===== config.mk =====
export PLATFORM = sky130hd
export DESIGN_NAME = disk_request_scheduler_core_flat
export DESIGN_NICKNAME = d
export VERILOG_FILES = /design/src/rtl/dsched_pkg.sv /design/src/rtl/dsched_req_if.sv /design/src/rtl/dsched_rsp_if.sv /design/src/rtl/dsched_store.sv /design/src/rtl/dsched_pick.sv /design/src/rtl/dsched_sched_ctl.sv /design/src/rtl/disk_request_scheduler_core.sv /design/src/flat_wrapper.sv
export SDC_FILE = /design/constraint.sdc
export NUM_CORES = 1
export LEC_CHECK = 0
export BUFFER_PORTS_ARGS = -buffer_cell sky130_fd_sc_hd__buf_2
export CORE_MARGIN = 2
export CORE_UTILIZATION = 50
export DETAILED_ROUTE_END_ITERATION = 10
export PLACE_DENSITY = 0.76
export SLEW_MARGIN = 10
export SYNTH_ARGS = -nofsm -noshare
export SYNTH_HDL_FRONTEND = slang
export SYNTH_HIERARCHICAL = 1
export SYNTH_SLANG_ARGS = --single-unit
export TNS_END_PERCENT = 1

===== constraint.sdc =====
create_clock -name clk -period 10.5 [get_ports clk]
set_clock_uncertainty 0.2 [all_clocks]
set_input_delay 1.05 -clock clk [delete_from_list [all_inputs] [get_ports clk]]
set_output_delay 1.05 -clock clk [all_outputs]
set_load 0.005 [all_outputs]

===== src/rtl/dsched_pkg.sv =====
// ----------------------------------------------------------------------------
// dsched_pkg
// Shared types and constants of the disk request scheduler.
// ----------------------------------------------------------------------------
package dsched_pkg;

	localparam int QUEUE_DEPTH = 16;
	localparam int BLOCK_BITS  = 16;
	localparam int TAG_W       = 8;
	localparam int AGE_W       = 8;
	localparam int POL_W       = 2;
	localparam int DISK_W      = BLOCK_BITS + 1;
	localparam int KEY_W       = BLOCK_BITS + 1;
	localparam int SUM_W       = 32;
	localparam int IDX_W       = $clog2(QUEUE_DEPTH);
	localparam int CNT_W       = $clog2(QUEUE_DEPTH + 1);
	localparam int CFG_IDX_W   = 1;
	localparam int CFG_DATA_W  = 17;

	localparam logic [CFG_IDX_W-1:0] CFG_POLICY      = 1'd0;
	localparam logic [CFG_IDX_W-1:0] CFG_DISK_BLOCKS = 1'd1;

	localparam logic [POL_W-1:0] POL_FCFS  = 2'd0;
	localparam logic [POL_W-1:0] POL_SSTF  = 2'd1;
	localparam logic [POL_W-1:0] POL_CSCAN = 2'd2;

	localparam logic [DISK_W-1:0] DISK_BLOCKS_RST = 17'd256;

	typedef enum logic [2:0] {
		STAT_ENQUEUED   = 3'd0,
		STAT_DISPATCHED = 3'd1,
		STAT_FULL       = 3'd2,
		STAT_RANGE      = 3'd3,
		STAT_EMPTY      = 3'd4
	} status_t;

	typedef struct packed {
		logic [BLOCK_BITS-1:0] block;
		logic                  is_write;
		logic [TAG_W-1:0]      tag;
		logic [AGE_W-1:0]      stamp;
	} entry_t;

	typedef struct packed {
		logic             clear;
		logic             sample;
		logic [IDX_W-1:0] idx;
	} pick_ctl_t;

	typedef struct packed {
		logic             found;
		logic [IDX_W-1:0] idx;
		entry_t           ent;
	} pick_res_t;

	typedef struct packed {
		status_t               status;
		logic [BLOCK_BITS-1:0] grant_block;
		logic                  grant_is_write;
		logic [TAG_W-1:0]      grant_tag;
		logic [BLOCK_BITS-1:0] seek_distance;
		logic [SUM_W-1:0]      total_distance;
	} rsp_t;

endpackage


===== src/rtl/dsched_req_if.sv =====
// ----------------------------------------------------------------------------
// dsched_req_if
// Request channel: enqueue or dispatch items with valid/ready handshake.
// ----------------------------------------------------------------------------
interface dsched_req_if;
	logic                              valid;
	logic                              ready;
	logic                              mode;
	logic [dsched_pkg::BLOCK_BITS-1:0] block;
	logic                              is_write;
	logic [dsched_pkg::TAG_W-1:0]      requester_tag;

	modport source (output valid, output mode, output block, output is_write,
		output requester_tag, input ready);
	modport sink (input valid, input mode, input block, input is_write,
		input requester_tag, output ready);
endinterface


===== src/rtl/dsched_rsp_if.sv =====
// ----------------------------------------------------------------------------
// dsched_rsp_if
// Result channel: one result per request with valid/ready handshake.
// ----------------------------------------------------------------------------
interface dsched_rsp_if;
	logic                              valid;
	logic                              ready;
	logic [2:0]                        status;
	logic [dsched_pkg::BLOCK_BITS-1:0] grant_block;
	logic                              grant_is_write;
	logic [dsched_pkg::TAG_W-1:0]      grant_tag;
	logic [dsched_pkg::BLOCK_BITS-1:0] seek_distance;
	logic [dsched_pkg::SUM_W-1:0]      total_distance;

	modport source (output valid, output status, output grant_block,
		output grant_is_write, output grant_tag, output seek_distance,
		output total_distance, input ready);
	modport sink (input valid, input status, input grant_block,
		input grant_is_write, input grant_tag, input seek_distance,
		input total_distance, output ready);
endinterface


===== src/rtl/dsched_store.sv =====
// ----------------------------------------------------------------------------
// dsched_store
// Entry RAM (block, flag, tag, arrival stamp) with registered read, plus
// per-entry valid bits and the lowest-free-slot encoder.
// ----------------------------------------------------------------------------
module dsched_store (
	input  logic                          clk,
	input  logic                          arst_n,
	input  logic                          wr_en,
	input  logic [dsched_pkg::IDX_W-1:0]  wr_idx,
	input  dsched_pkg::entry_t            wr_data,
	input  logic                          clr_en,
	input  logic [dsched_pkg::IDX_W-1:0]  clr_idx,
	input  logic [dsched_pkg::IDX_W-1:0]  rd_idx,
	output dsched_pkg::entry_t            rd_data,
	output logic [dsched_pkg::QUEUE_DEPTH-1:0] valid,
	output logic                          free_found,
	output logic [dsched_pkg::IDX_W-1:0]  free_idx
);

	dsched_pkg::entry_t entry_mem [dsched_pkg::QUEUE_DEPTH];
	dsched_pkg::entry_t rd_data_q;
	logic [dsched_pkg::QUEUE_DEPTH-1:0] valid_q;

	always_ff @(posedge clk) begin
		if (wr_en) begin
			entry_mem[wr_idx] <= wr_data;
		end
		rd_data_q <= entry_mem[rd_idx];
	end

	always_ff @(posedge clk or negedge arst_n) begin
		if (!arst_n) begin
			valid_q <= '0;
		end else begin
			if (clr_en) begin
				valid_q[clr_idx] <= 1'b0;
			end
			if (wr_en) begin
				valid_q[wr_idx] <= 1'b1;
			end
		end
	end

	always_comb begin
		free_found = 1'b0;
		free_idx   = '0;
		for (int i = dsched_pkg::QUEUE_DEPTH - 1; i >= 0; i--) begin
			if (!valid_q[i]) begin
				free_found = 1'b1;
				free_idx   = dsched_pkg::IDX_W'(i);
			end
		end
	end

	assign rd_data = rd_data_q;
	assign valid   = valid_q;

endmodule


===== src/rtl/dsched_pick.sv =====
// ----------------------------------------------------------------------------
// dsched_pick
// Running best-candidate compare over the entries streamed out of the RAM.
// Key per policy; ties go to the larger age, then the lower slot.
// ----------------------------------------------------------------------------
module dsched_pick (
	input  logic                              clk,
	input  logic                              arst_n,
	input  dsched_pkg::pick_ctl_t             ctl,
	input  dsched_pkg::entry_t                ent,
	input  logic                              ent_valid,
	input  logic [dsched_pkg::POL_W-1:0]      policy,
	input  logic [dsched_pkg::BLOCK_BITS-1:0] head,
	input  logic [dsched_pkg::AGE_W-1:0]      arrival,
	output dsched_pkg::pick_res_t             res
);

	logic                            found_q;
	logic [dsched_pkg::IDX_W-1:0]    idx_q;
	dsched_pkg::entry_t              ent_q;
	logic [dsched_pkg::KEY_W-1:0]    key_q;
	logic [dsched_pkg::AGE_W-1:0]    age_q;

	logic                            below;
	logic [dsched_pkg::BLOCK_BITS-1:0] seek;
	logic [dsched_pkg::KEY_W-1:0]    key;
	logic [dsched_pkg::AGE_W-1:0]    age;
	logic                            better;

	always_comb begin
		below = ent.block < head;
		seek  = below ? (head - ent.block) : (ent.block - head);
		case (policy)
			dsched_pkg::POL_SSTF:  key = {1'b0, seek};
			dsched_pkg::POL_CSCAN: key = {below, ent.block};
			default:               key = '0;
		endcase
		age    = arrival - ent.stamp;
		better = !found_q || (key < key_q) || ((key == key_q) && (age > age_q));
	end

	always_ff @(posedge clk or negedge arst_n) begin
		if (!arst_n) begin
			found_q <= 1'b0;
		end else if (ctl.clear) begin
			found_q <= 1'b0;
		end else if (ctl.sample && ent_valid) begin
			found_q <= 1'b1;
		end
	end

	always_ff @(posedge clk) begin
		if (!ctl.clear && ctl.sample && ent_valid && better) begin
			idx_q <= ctl.idx;
			ent_q <= ent;
			key_q <= key;
			age_q <= age;
		end
	end

	assign res = '{found: found_q, idx: idx_q, ent: ent_q};

	a_clear_drops: assert property (@(posedge clk) disable iff (!arst_n)
		ctl.clear |=> !found_q)
		else $error("candidate survives a clear");
	a_found_holds: assert property (@(posedge clk) disable iff (!arst_n)
		found_q && !ctl.clear |=> found_q)
		else $error("candidate lost during scan");
	a_key_mono: assert property (@(posedge clk) disable iff (!arst_n)
		found_q && !ctl.clear |=> key_q <= $past(key_q))
		else $error("best key grew during scan");

endmodule


===== src/rtl/dsched_sched_ctl.sv =====
// ----------------------------------------------------------------------------
// dsched_sched_ctl
// Sequencer: enqueue write, dispatch scan, grant update and result register.
// ----------------------------------------------------------------------------
module dsched_sched_ctl (
	input  logic                               clk,
	input  logic                               arst_n,
	dsched_req_if.sink                         req,
	dsched_rsp_if.source                       rsp,
	input  logic [dsched_pkg::POL_W-1:0]       policy,
	input  logic [dsched_pkg::DISK_W-1:0]      disk_blocks
);

	typedef enum logic [3:0] {
		S_IDLE  = 4'b0001,
		S_SCAN  = 4'b0010,
		S_GRANT = 4'b0100,
		S_OUT   = 4'b1000
	} state_t;

	state_t                              st_q;
	logic [dsched_pkg::CNT_W-1:0]        cnt_q;
	logic                                rd_v_s1;
	logic [dsched_pkg::IDX_W-1:0]        rd_idx_s1;
	logic [dsched_pkg::AGE_W-1:0]        arrival_q;
	logic [dsched_pkg::BLOCK_BITS-1:0]   head_q;
	logic [dsched_pkg::SUM_W-1:0]        sum_q;
	dsched_pkg::rsp_t                    res_q;
	dsched_pkg::rsp_t                    out_q;
	logic                                out_v_q;

	logic                                acc;
	logic                                issue;
	logic                                enq_ok;
	logic                                range_bad;
	logic                                grant;
	logic [dsched_pkg::BLOCK_BITS-1:0]   gblk;
	logic [dsched_pkg::BLOCK_BITS-1:0]   seek;
	logic [dsched_pkg::SUM_W:0]          sum_ext;
	logic [dsched_pkg::SUM_W-1:0]        sum_nxt;
	logic                                out_load;
	dsched_pkg::rsp_t                    res_nxt;

	dsched_pkg::entry_t                  wr_data;
	dsched_pkg::entry_t                  rd_data;
	logic [dsched_pkg::QUEUE_DEPTH-1:0]  valid_vec;
	logic                                free_found;
	logic [dsched_pkg::IDX_W-1:0]        free_idx;
	dsched_pkg::pick_ctl_t               pick_ctl;
	dsched_pkg::pick_res_t               pick_res;

	assign acc       = req.valid && req.ready;
	assign issue     = (st_q == S_SCAN) && (cnt_q < dsched_pkg::CNT_W'(dsched_pkg::QUEUE_DEPTH));
	assign range_bad = {1'b0, req.block} >= disk_blocks;
	assign enq_ok    = acc && !req.mode && !range_bad && free_found;
	assign grant     = (st_q == S_GRANT) && pick_res.found;
	assign wr_data   = '{block: req.block, is_write: req.is_write,
		tag: req.requester_tag, stamp: arrival_q};

	assign gblk    = pick_res.ent.block;
	assign seek    = (gblk >= head_q) ? (gblk - head_q) : (head_q - gblk);
	assign sum_ext = {1'b0, sum_q} + (dsched_pkg::SUM_W + 1)'(seek);
	assign sum_nxt = sum_ext[dsched_pkg::SUM_W] ? '1 : sum_ext[dsched_pkg::SUM_W-1:0];

	assign pick_ctl = '{clear: acc && req.mode, sample: rd_v_s1, idx: rd_idx_s1};
	assign out_load = (st_q == S_OUT) && (!out_v_q || rsp.ready);

	dsched_store u_store (
		.clk        (clk),
		.arst_n     (arst_n),
		.wr_en      (enq_ok),
		.wr_idx     (free_idx),
		.wr_data    (wr_data),
		.clr_en     (grant),
		.clr_idx    (pick_res.idx),
		.rd_idx     (cnt_q[dsched_pkg::IDX_W-1:0]),
		.rd_data    (rd_data),
		.valid      (valid_vec),
		.free_found (free_found),
		.free_idx   (free_idx)
	);

	dsched_pick u_pick (
		.clk       (clk),
		.arst_n    (arst_n),
		.ctl       (pick_ctl),
		.ent       (rd_data),
		.ent_valid (valid_vec[rd_idx_s1]),
		.policy    (policy),
		.head      (head_q),
		.arrival   (arrival_q),
		.res       (pick_res)
	);

	always_ff @(posedge clk or negedge arst_n) begin
		if (!arst_n) begin
			st_q      <= S_IDLE;
			cnt_q     <= '0;
			rd_v_s1   <= 1'b0;
			arrival_q <= '0;
			head_q    <= '0;
			sum_q     <= '0;
			out_v_q   <= 1'b0;
		end else begin
			rd_v_s1 <= issue;
			if (enq_ok) begin
				arrival_q <= arrival_q + 1'b1;
			end
			if (grant) begin
				head_q <= gblk;
				sum_q  <= sum_nxt;
			end
			if (out_load) begin
				out_v_q <= 1'b1;
			end else if (rsp.ready) begin
				out_v_q <= 1'b0;
			end
			case (st_q)
				S_IDLE: begin
					cnt_q <= '0;
					if (acc) begin
						st_q <= req.mode ? S_SCAN : S_OUT;
					end
				end
				S_SCAN: begin
					cnt_q <= cnt_q + 1'b1;
					if (!issue) begin
						st_q <= S_GRANT;
					end
				end
				S_GRANT: st_q <= S_OUT;
				S_OUT: begin
					if (out_load) begin
						st_q <= S_IDLE;
					end
				end
				default: st_q <= S_IDLE;
			endcase
		end
	end

	always_comb begin
		res_nxt                = '0;
		res_nxt.total_distance = sum_q;
		if (st_q == S_GRANT) begin
			if (pick_res.found) begin
				res_nxt.status         = dsched_pkg::STAT_DISPATCHED;
				res_nxt.grant_block    = gblk;
				res_nxt.grant_is_write = pick_res.ent.is_write;
				res_nxt.grant_tag      = pick_res.ent.tag;
				res_nxt.seek_distance  = seek;
				res_nxt.total_distance = sum_nxt;
			end else begin
				res_nxt.status = dsched_pkg::STAT_EMPTY;
			end
		end else if (range_bad) begin
			res_nxt.status = dsched_pkg::STAT_RANGE;
		end else if (!free_found) begin
			res_nxt.status = dsched_pkg::STAT_FULL;
		end else begin
			res_nxt.status = dsched_pkg::STAT_ENQUEUED;
		end
	end

	always_ff @(posedge clk) begin
		rd_idx_s1 <= cnt_q[dsched_pkg::IDX_W-1:0];
		if ((acc && !req.mode) || (st_q == S_GRANT)) begin
			res_q <= res_nxt;
		end
		if (out_load) begin
			out_q <= res_q;
		end
	end

	assign req.ready          = (st_q == S_IDLE);
	assign rsp.valid          = out_v_q;
	assign rsp.status         = out_q.status;
	assign rsp.grant_block    = out_q.grant_block;
	assign rsp.grant_is_write = out_q.grant_is_write;
	assign rsp.grant_tag      = out_q.grant_tag;
	assign rsp.seek_distance  = out_q.seek_distance;
	assign rsp.total_distance = out_q.total_distance;

	a_grant_clears: assert property (@(posedge clk) disable iff (!arst_n)
		grant |=> !valid_vec[$past(pick_res.idx)])
		else $error("dispatched entry still valid");
	a_scan_len: assert property (@(posedge clk) disable iff (!arst_n)
		st_q == S_GRANT |-> $past(cnt_q) == dsched_pkg::CNT_W'(dsched_pkg::QUEUE_DEPTH))
		else $error("grant before scan finished");
	a_state_onehot: assert property (@(posedge clk) disable iff (!arst_n)
		$onehot(st_q))
		else $error("state register not one-hot");

endmodule


===== src/rtl/disk_request_scheduler_core.sv =====
// ----------------------------------------------------------------------------
// disk_request_scheduler_core
// Disk request queue with FCFS, SSTF and C-SCAN dispatch; config registers.
// ----------------------------------------------------------------------------
// Enqueue: the status is registered at the request transfer, then loaded into the output register.
// Dispatch: the entry RAM is read one entry per cycle through its single read
//   port, then the best entry is granted and the result is registered.
// One item in flight: a new request is taken only after the previous result is loaded for output.
// Reset clears valid bits, head, total, arrival stamp; policy FCFS,
//   disk_blocks 256. The entry RAM itself is not cleared.
module disk_request_scheduler_core (
	input  logic                                 clk,
	input  logic                                 arst_n,
	dsched_req_if.sink                           req,
	dsched_rsp_if.source                         rsp,
	input  logic                                 cfg_we,
	input  logic [dsched_pkg::CFG_IDX_W-1:0]     cfg_index,
	input  logic [dsched_pkg::CFG_DATA_W-1:0]    cfg_data
);

	logic [dsched_pkg::POL_W-1:0]  policy_q;
	logic [dsched_pkg::DISK_W-1:0] disk_blocks_q;

	always_ff @(posedge clk or negedge arst_n) begin
		if (!arst_n) begin
			policy_q      <= dsched_pkg::POL_FCFS;
			disk_blocks_q <= dsched_pkg::DISK_BLOCKS_RST;
		end else if (cfg_we) begin
			case (cfg_index)
				dsched_pkg::CFG_POLICY:      policy_q <= cfg_data[dsched_pkg::POL_W-1:0];
				dsched_pkg::CFG_DISK_BLOCKS: disk_blocks_q <= cfg_data[dsched_pkg::DISK_W-1:0];
				default: ;
			endcase
		end
	end

	dsched_sched_ctl u_ctl (
		.clk         (clk),
		.arst_n      (arst_n),
		.req         (req),
		.rsp         (rsp),
		.policy      (policy_q),
		.disk_blocks (disk_blocks_q)
	);

endmodule


===== src/flat_wrapper.sv =====
// flat-port wrapper written by rule: the top's interface ports become plain ports
module disk_request_scheduler_core_flat 
  (clk, arst_n, cfg_we, cfg_index, cfg_data, req_valid, req_mode, req_block, req_is_write, req_requester_tag, req_ready, rsp_valid, rsp_status, rsp_grant_block, rsp_grant_is_write, rsp_grant_tag, rsp_seek_distance, rsp_total_distance, rsp_ready);
  dsched_req_if req_i ();
  dsched_rsp_if rsp_i ();
  input  logic clk;
  input  logic arst_n;
  input  logic cfg_we;
  input  logic [dsched_pkg::CFG_IDX_W-1:0] cfg_index;
  input  logic [dsched_pkg::CFG_DATA_W-1:0] cfg_data;
  input wire logic [$bits(req_i.valid)-1:0] req_valid;
  input wire logic [$bits(req_i.mode)-1:0] req_mode;
  input wire logic [$bits(req_i.block)-1:0] req_block;
  input wire logic [$bits(req_i.is_write)-1:0] req_is_write;
  input wire logic [$bits(req_i.requester_tag)-1:0] req_requester_tag;
  output wire logic [$bits(req_i.ready)-1:0] req_ready;
  output wire logic [$bits(rsp_i.valid)-1:0] rsp_valid;
  output wire logic [$bits(rsp_i.status)-1:0] rsp_status;
  output wire logic [$bits(rsp_i.grant_block)-1:0] rsp_grant_block;
  output wire logic [$bits(rsp_i.grant_is_write)-1:0] rsp_grant_is_write;
  output wire logic [$bits(rsp_i.grant_tag)-1:0] rsp_grant_tag;
  output wire logic [$bits(rsp_i.seek_distance)-1:0] rsp_seek_distance;
  output wire logic [$bits(rsp_i.total_distance)-1:0] rsp_total_distance;
  input wire logic [$bits(rsp_i.ready)-1:0] rsp_ready;
  assign req_i.valid = req_valid;
  assign req_i.mode = req_mode;
  assign req_i.block = req_block;
  assign req_i.is_write = req_is_write;
  assign req_i.requester_tag = req_requester_tag;
  assign req_ready = req_i.ready;
  assign rsp_valid = rsp_i.valid;
  assign rsp_status = rsp_i.status;
  assign rsp_grant_block = rsp_i.grant_block;
  assign rsp_grant_is_write = rsp_i.grant_is_write;
  assign rsp_grant_tag = rsp_i.grant_tag;
  assign rsp_seek_distance = rsp_i.seek_distance;
  assign rsp_total_distance = rsp_i.total_distance;
  assign rsp_i.ready = rsp_ready;
  disk_request_scheduler_core u_core (.clk(clk), .arst_n(arst_n), .req(req_i), .rsp(rsp_i), .cfg_we(cfg_we), .cfg_index(cfg_index), .cfg_data(cfg_data));
endmodule

==> flow_summary.toml <==
[global_routing]
overflow = 0
grt_max_degree = 77
gr-usage-met3_pct = 3.87
grt_usage_pct = 22.6
grt_antenna_before_repair = 5
use_met1_pct = 30.1
grt_pass1_vias = 22115
grt_pass1_wl_um = 132000
grt_use_met2_pct = 37.6
busiest_layer = "met2"

[clocking]
root_buffer = "clkbuf_16"
cts_hold_buf = 0
cts_max_level = 3
post_cts_buffers = 0
insertion_delay_ps = 670
cts_resized = 0
cts_made_buffers = 88
cts_tree = "done"
clkTransAtPathRegs_ps = 60
clkSinkCount = 874
cts_max_path_buffers = 3

[worst_setup_path]
arrival_ps = 5700
worstPathCellList = "buf_2 > ha_1 > a21o_1 > a21o_1 > a211oi_1 > o22ai_1 > nor3_2 > buf_4 > and3_1 > or3b_2 > nor3_2 > buf_4"
path_delay_family = "simple AND/OR/NAND/NOR gates"
critPathSlowestCell = "nor3_2"
worstPathRequired_ps = 10580
slowest_delay_ps = 640
crit_type = "input pin to register"
path_max_fanout = 27
start_kind = "input pin"
end_kind = "register"
path_buf_inv = 3

[sta]
fin_crit_sh_pct = 53.5
tns_ps = 0
hold_viol = 0
maxSlewHeadroom_pct = 24.0
fin_crit_ps = 5620
clock.fmax_ghz = 0.178
grt_setup_unrepaired = "no"
max_slew.worst_pin.slew_ps = 1140
drv_slew = 0
finalSetupViolations = 0

[placed_design]
port_buffers = 126
dpl.hpwl_um = 52600
place_congestion = 0.914

[yosys]
syn_area_per_cell_um2 = 15.9
syn_nets = 2539
synthesis.area_um2 = 37300
yosysWarnings = 6
syn_inst = 2354

[pwr]
switching_share_pct = 25.7
p_total_w = 0.00828
clkPwrFrac_pct = 36.8
power_switching_w = 0.00213
peakVddDrop_mv = 0.149
total_leakage_power_nw = 15.6
combPwrFrac_pct = 13.4
p_int_w = 0.00615
p_seq_share_pct = 49.8
power.density_nw_per_um2 = 197

[drt]
first_pass_iters = 5
via_per_inst = 6.00
vias = 21358
drcViolationCount = 0
ant_nets = 0
drt-total-wl_um = 86300
drt_iter0_markers = 2014
avgRoutedWirePerCell_um = 24.3

[outcome]
outcome = "completed"

[die]
die_area_um2 = 76900
io_pins = 127
num_rows = 100
die_w_um = 277
die_y_um = 277
start_util_pct = 50.3
core-area_um2 = 74200

[layout]
diodes = 0
final_net_count = 2700
drive_above_1_share_pct = 19.7
syn_to_final_growth_pct = 12.4

[min_path]
hold_class = "register to register"

[job]
drv_cap = 0
worst reg2reg max path, delay by kind of cell (launching register included):
kind / cells / cell delay (ps)
AOI/OAI and AO/OA: 10 / 2440
adders and majority gates: 2 / 750
buffers and inverters: 2 / 610
DFF: 1 / 510
muxes: 1 / 410
and+or+nand+nor: 3 / 290
final timing paths:
check                           slack (ps)  cells after the start                               endpoint                             from
worst min-delay path                   200                      0             u_core/u_ctl/u_pick/res[9]  u_core/u_ctl/u_store/rd_data[9]
worst min register to register         200                      0             u_core/u_ctl/u_pick/res[9]  u_core/u_ctl/u_store/rd_data[9]
worst max register to register        4900                     18            u_core/u_ctl/u_pick/res[29]           u_core/u_ctl/head_q[1]
max in group asynchronous             8440                      2                  u_core/u_ctl/cnt_q[1]                           arst_n
min in group asynchronous              270                      1                u_core/disk_blocks_q[0]                           arst_n
worst max-delay path                  4880                     12  u_core/u_ctl/u_store/entry_mem[0][19]                     req_block[2]
metal layers:
metal	up-vias	part of all wire (%)
li1	9418	-
met4	4	2.9
met1	10891	40
met5	-	0.028
met3	166	7.4
met2	879	50
area by class of cell:
type	count	area, um2
multi-input combinational	1250	11100
tap	969	1210
timing repair buffer	161	916
sequential	874	25400
clock inverter	46	470
inverter	140	526
clock buffer	118	2370
fill	5574	32200
through the flow:
step                      utilization, %  hold slack (ps)  std cells  cell area, um2  setup slack (ps)
after floorplan                        -              186       2354           37300              1930
after global placement              52.7              189       3393           39100              4390
after detailed placement            52.7              190       3393           39100              4200
after CTS                           56.5              203       3557           41900              4890
after global routing                56.6              214       3558           42000              4530
final                               56.6              203       3558           42000              4880
placed cells by master (no fill, tap or decap), drive strengths merged, types with 5 or more instances in the layout:
master / n
a211oi: 7
a21o: 55
a21oi: 92
a22oi: 68
a31oi: 39
and2: 20
and3: 36
buf: 161
clkbuf: 118
clkinv: 36
dfrtp: 101
dfxtp: 37
edfxtp: 734
fa: 6
ha: 130
inv: 142
mux2: 27
mux2i: 28
mux4: 137
nand2: 137
nand2b: 21
nand3: 26
nand3b: 5
nand4: 29
nor2: 107
nor2b: 19
nor3: 12
o211ai: 15
o21a: 9
o21ai: 83
o21bai: 9
o31ai: 7
or2: 5
xnor2: 30
xor2: 26
flip-flops by register name, summed over array words and instances (netlist names), 5 cells and up:
register,cells
u_core/u_ctl/rsp.seek_distance,16
u_core/disk_blocks_q,17
u_core/u_ctl/cnt_q,5
u_core/u_ctl/head_q,16
u_core/u_ctl/rsp.grant_tag,8
u_core/u_ctl/u_store/valid,16
u_core/u_ctl/rsp.grant_block,16
u_core/u_ctl/sum_q,32
u_core/u_ctl/u_pick/key_q,17
u_core/u_ctl/rsp.total_distance,32
u_core/u_ctl/u_store/entry_mem,528
u_core/u_ctl/u_store/rd_data,33
u_core/u_ctl/res_q,76
u_core/u_ctl/u_pick/res,25
u_core/u_ctl/arrival_q,8
u_core/u_ctl/u_pick/age_q,8
power by group through the flow:
stage	Clock [W]	Sequential (W)	Combinational (W)
2_1_floorplan	0	0.00412	0.000832
3_3_place_gp	0	0.00419	0.00107
3_5_place_dp	0	0.00420	0.00110
4_1_cts	0.00310	0.00413	0.00111
5_1_grt	0.00323	0.00415	0.00122
6_report	0.00304	0.00413	0.00111
Note: power is estimated with default switching activity, not from simulation.
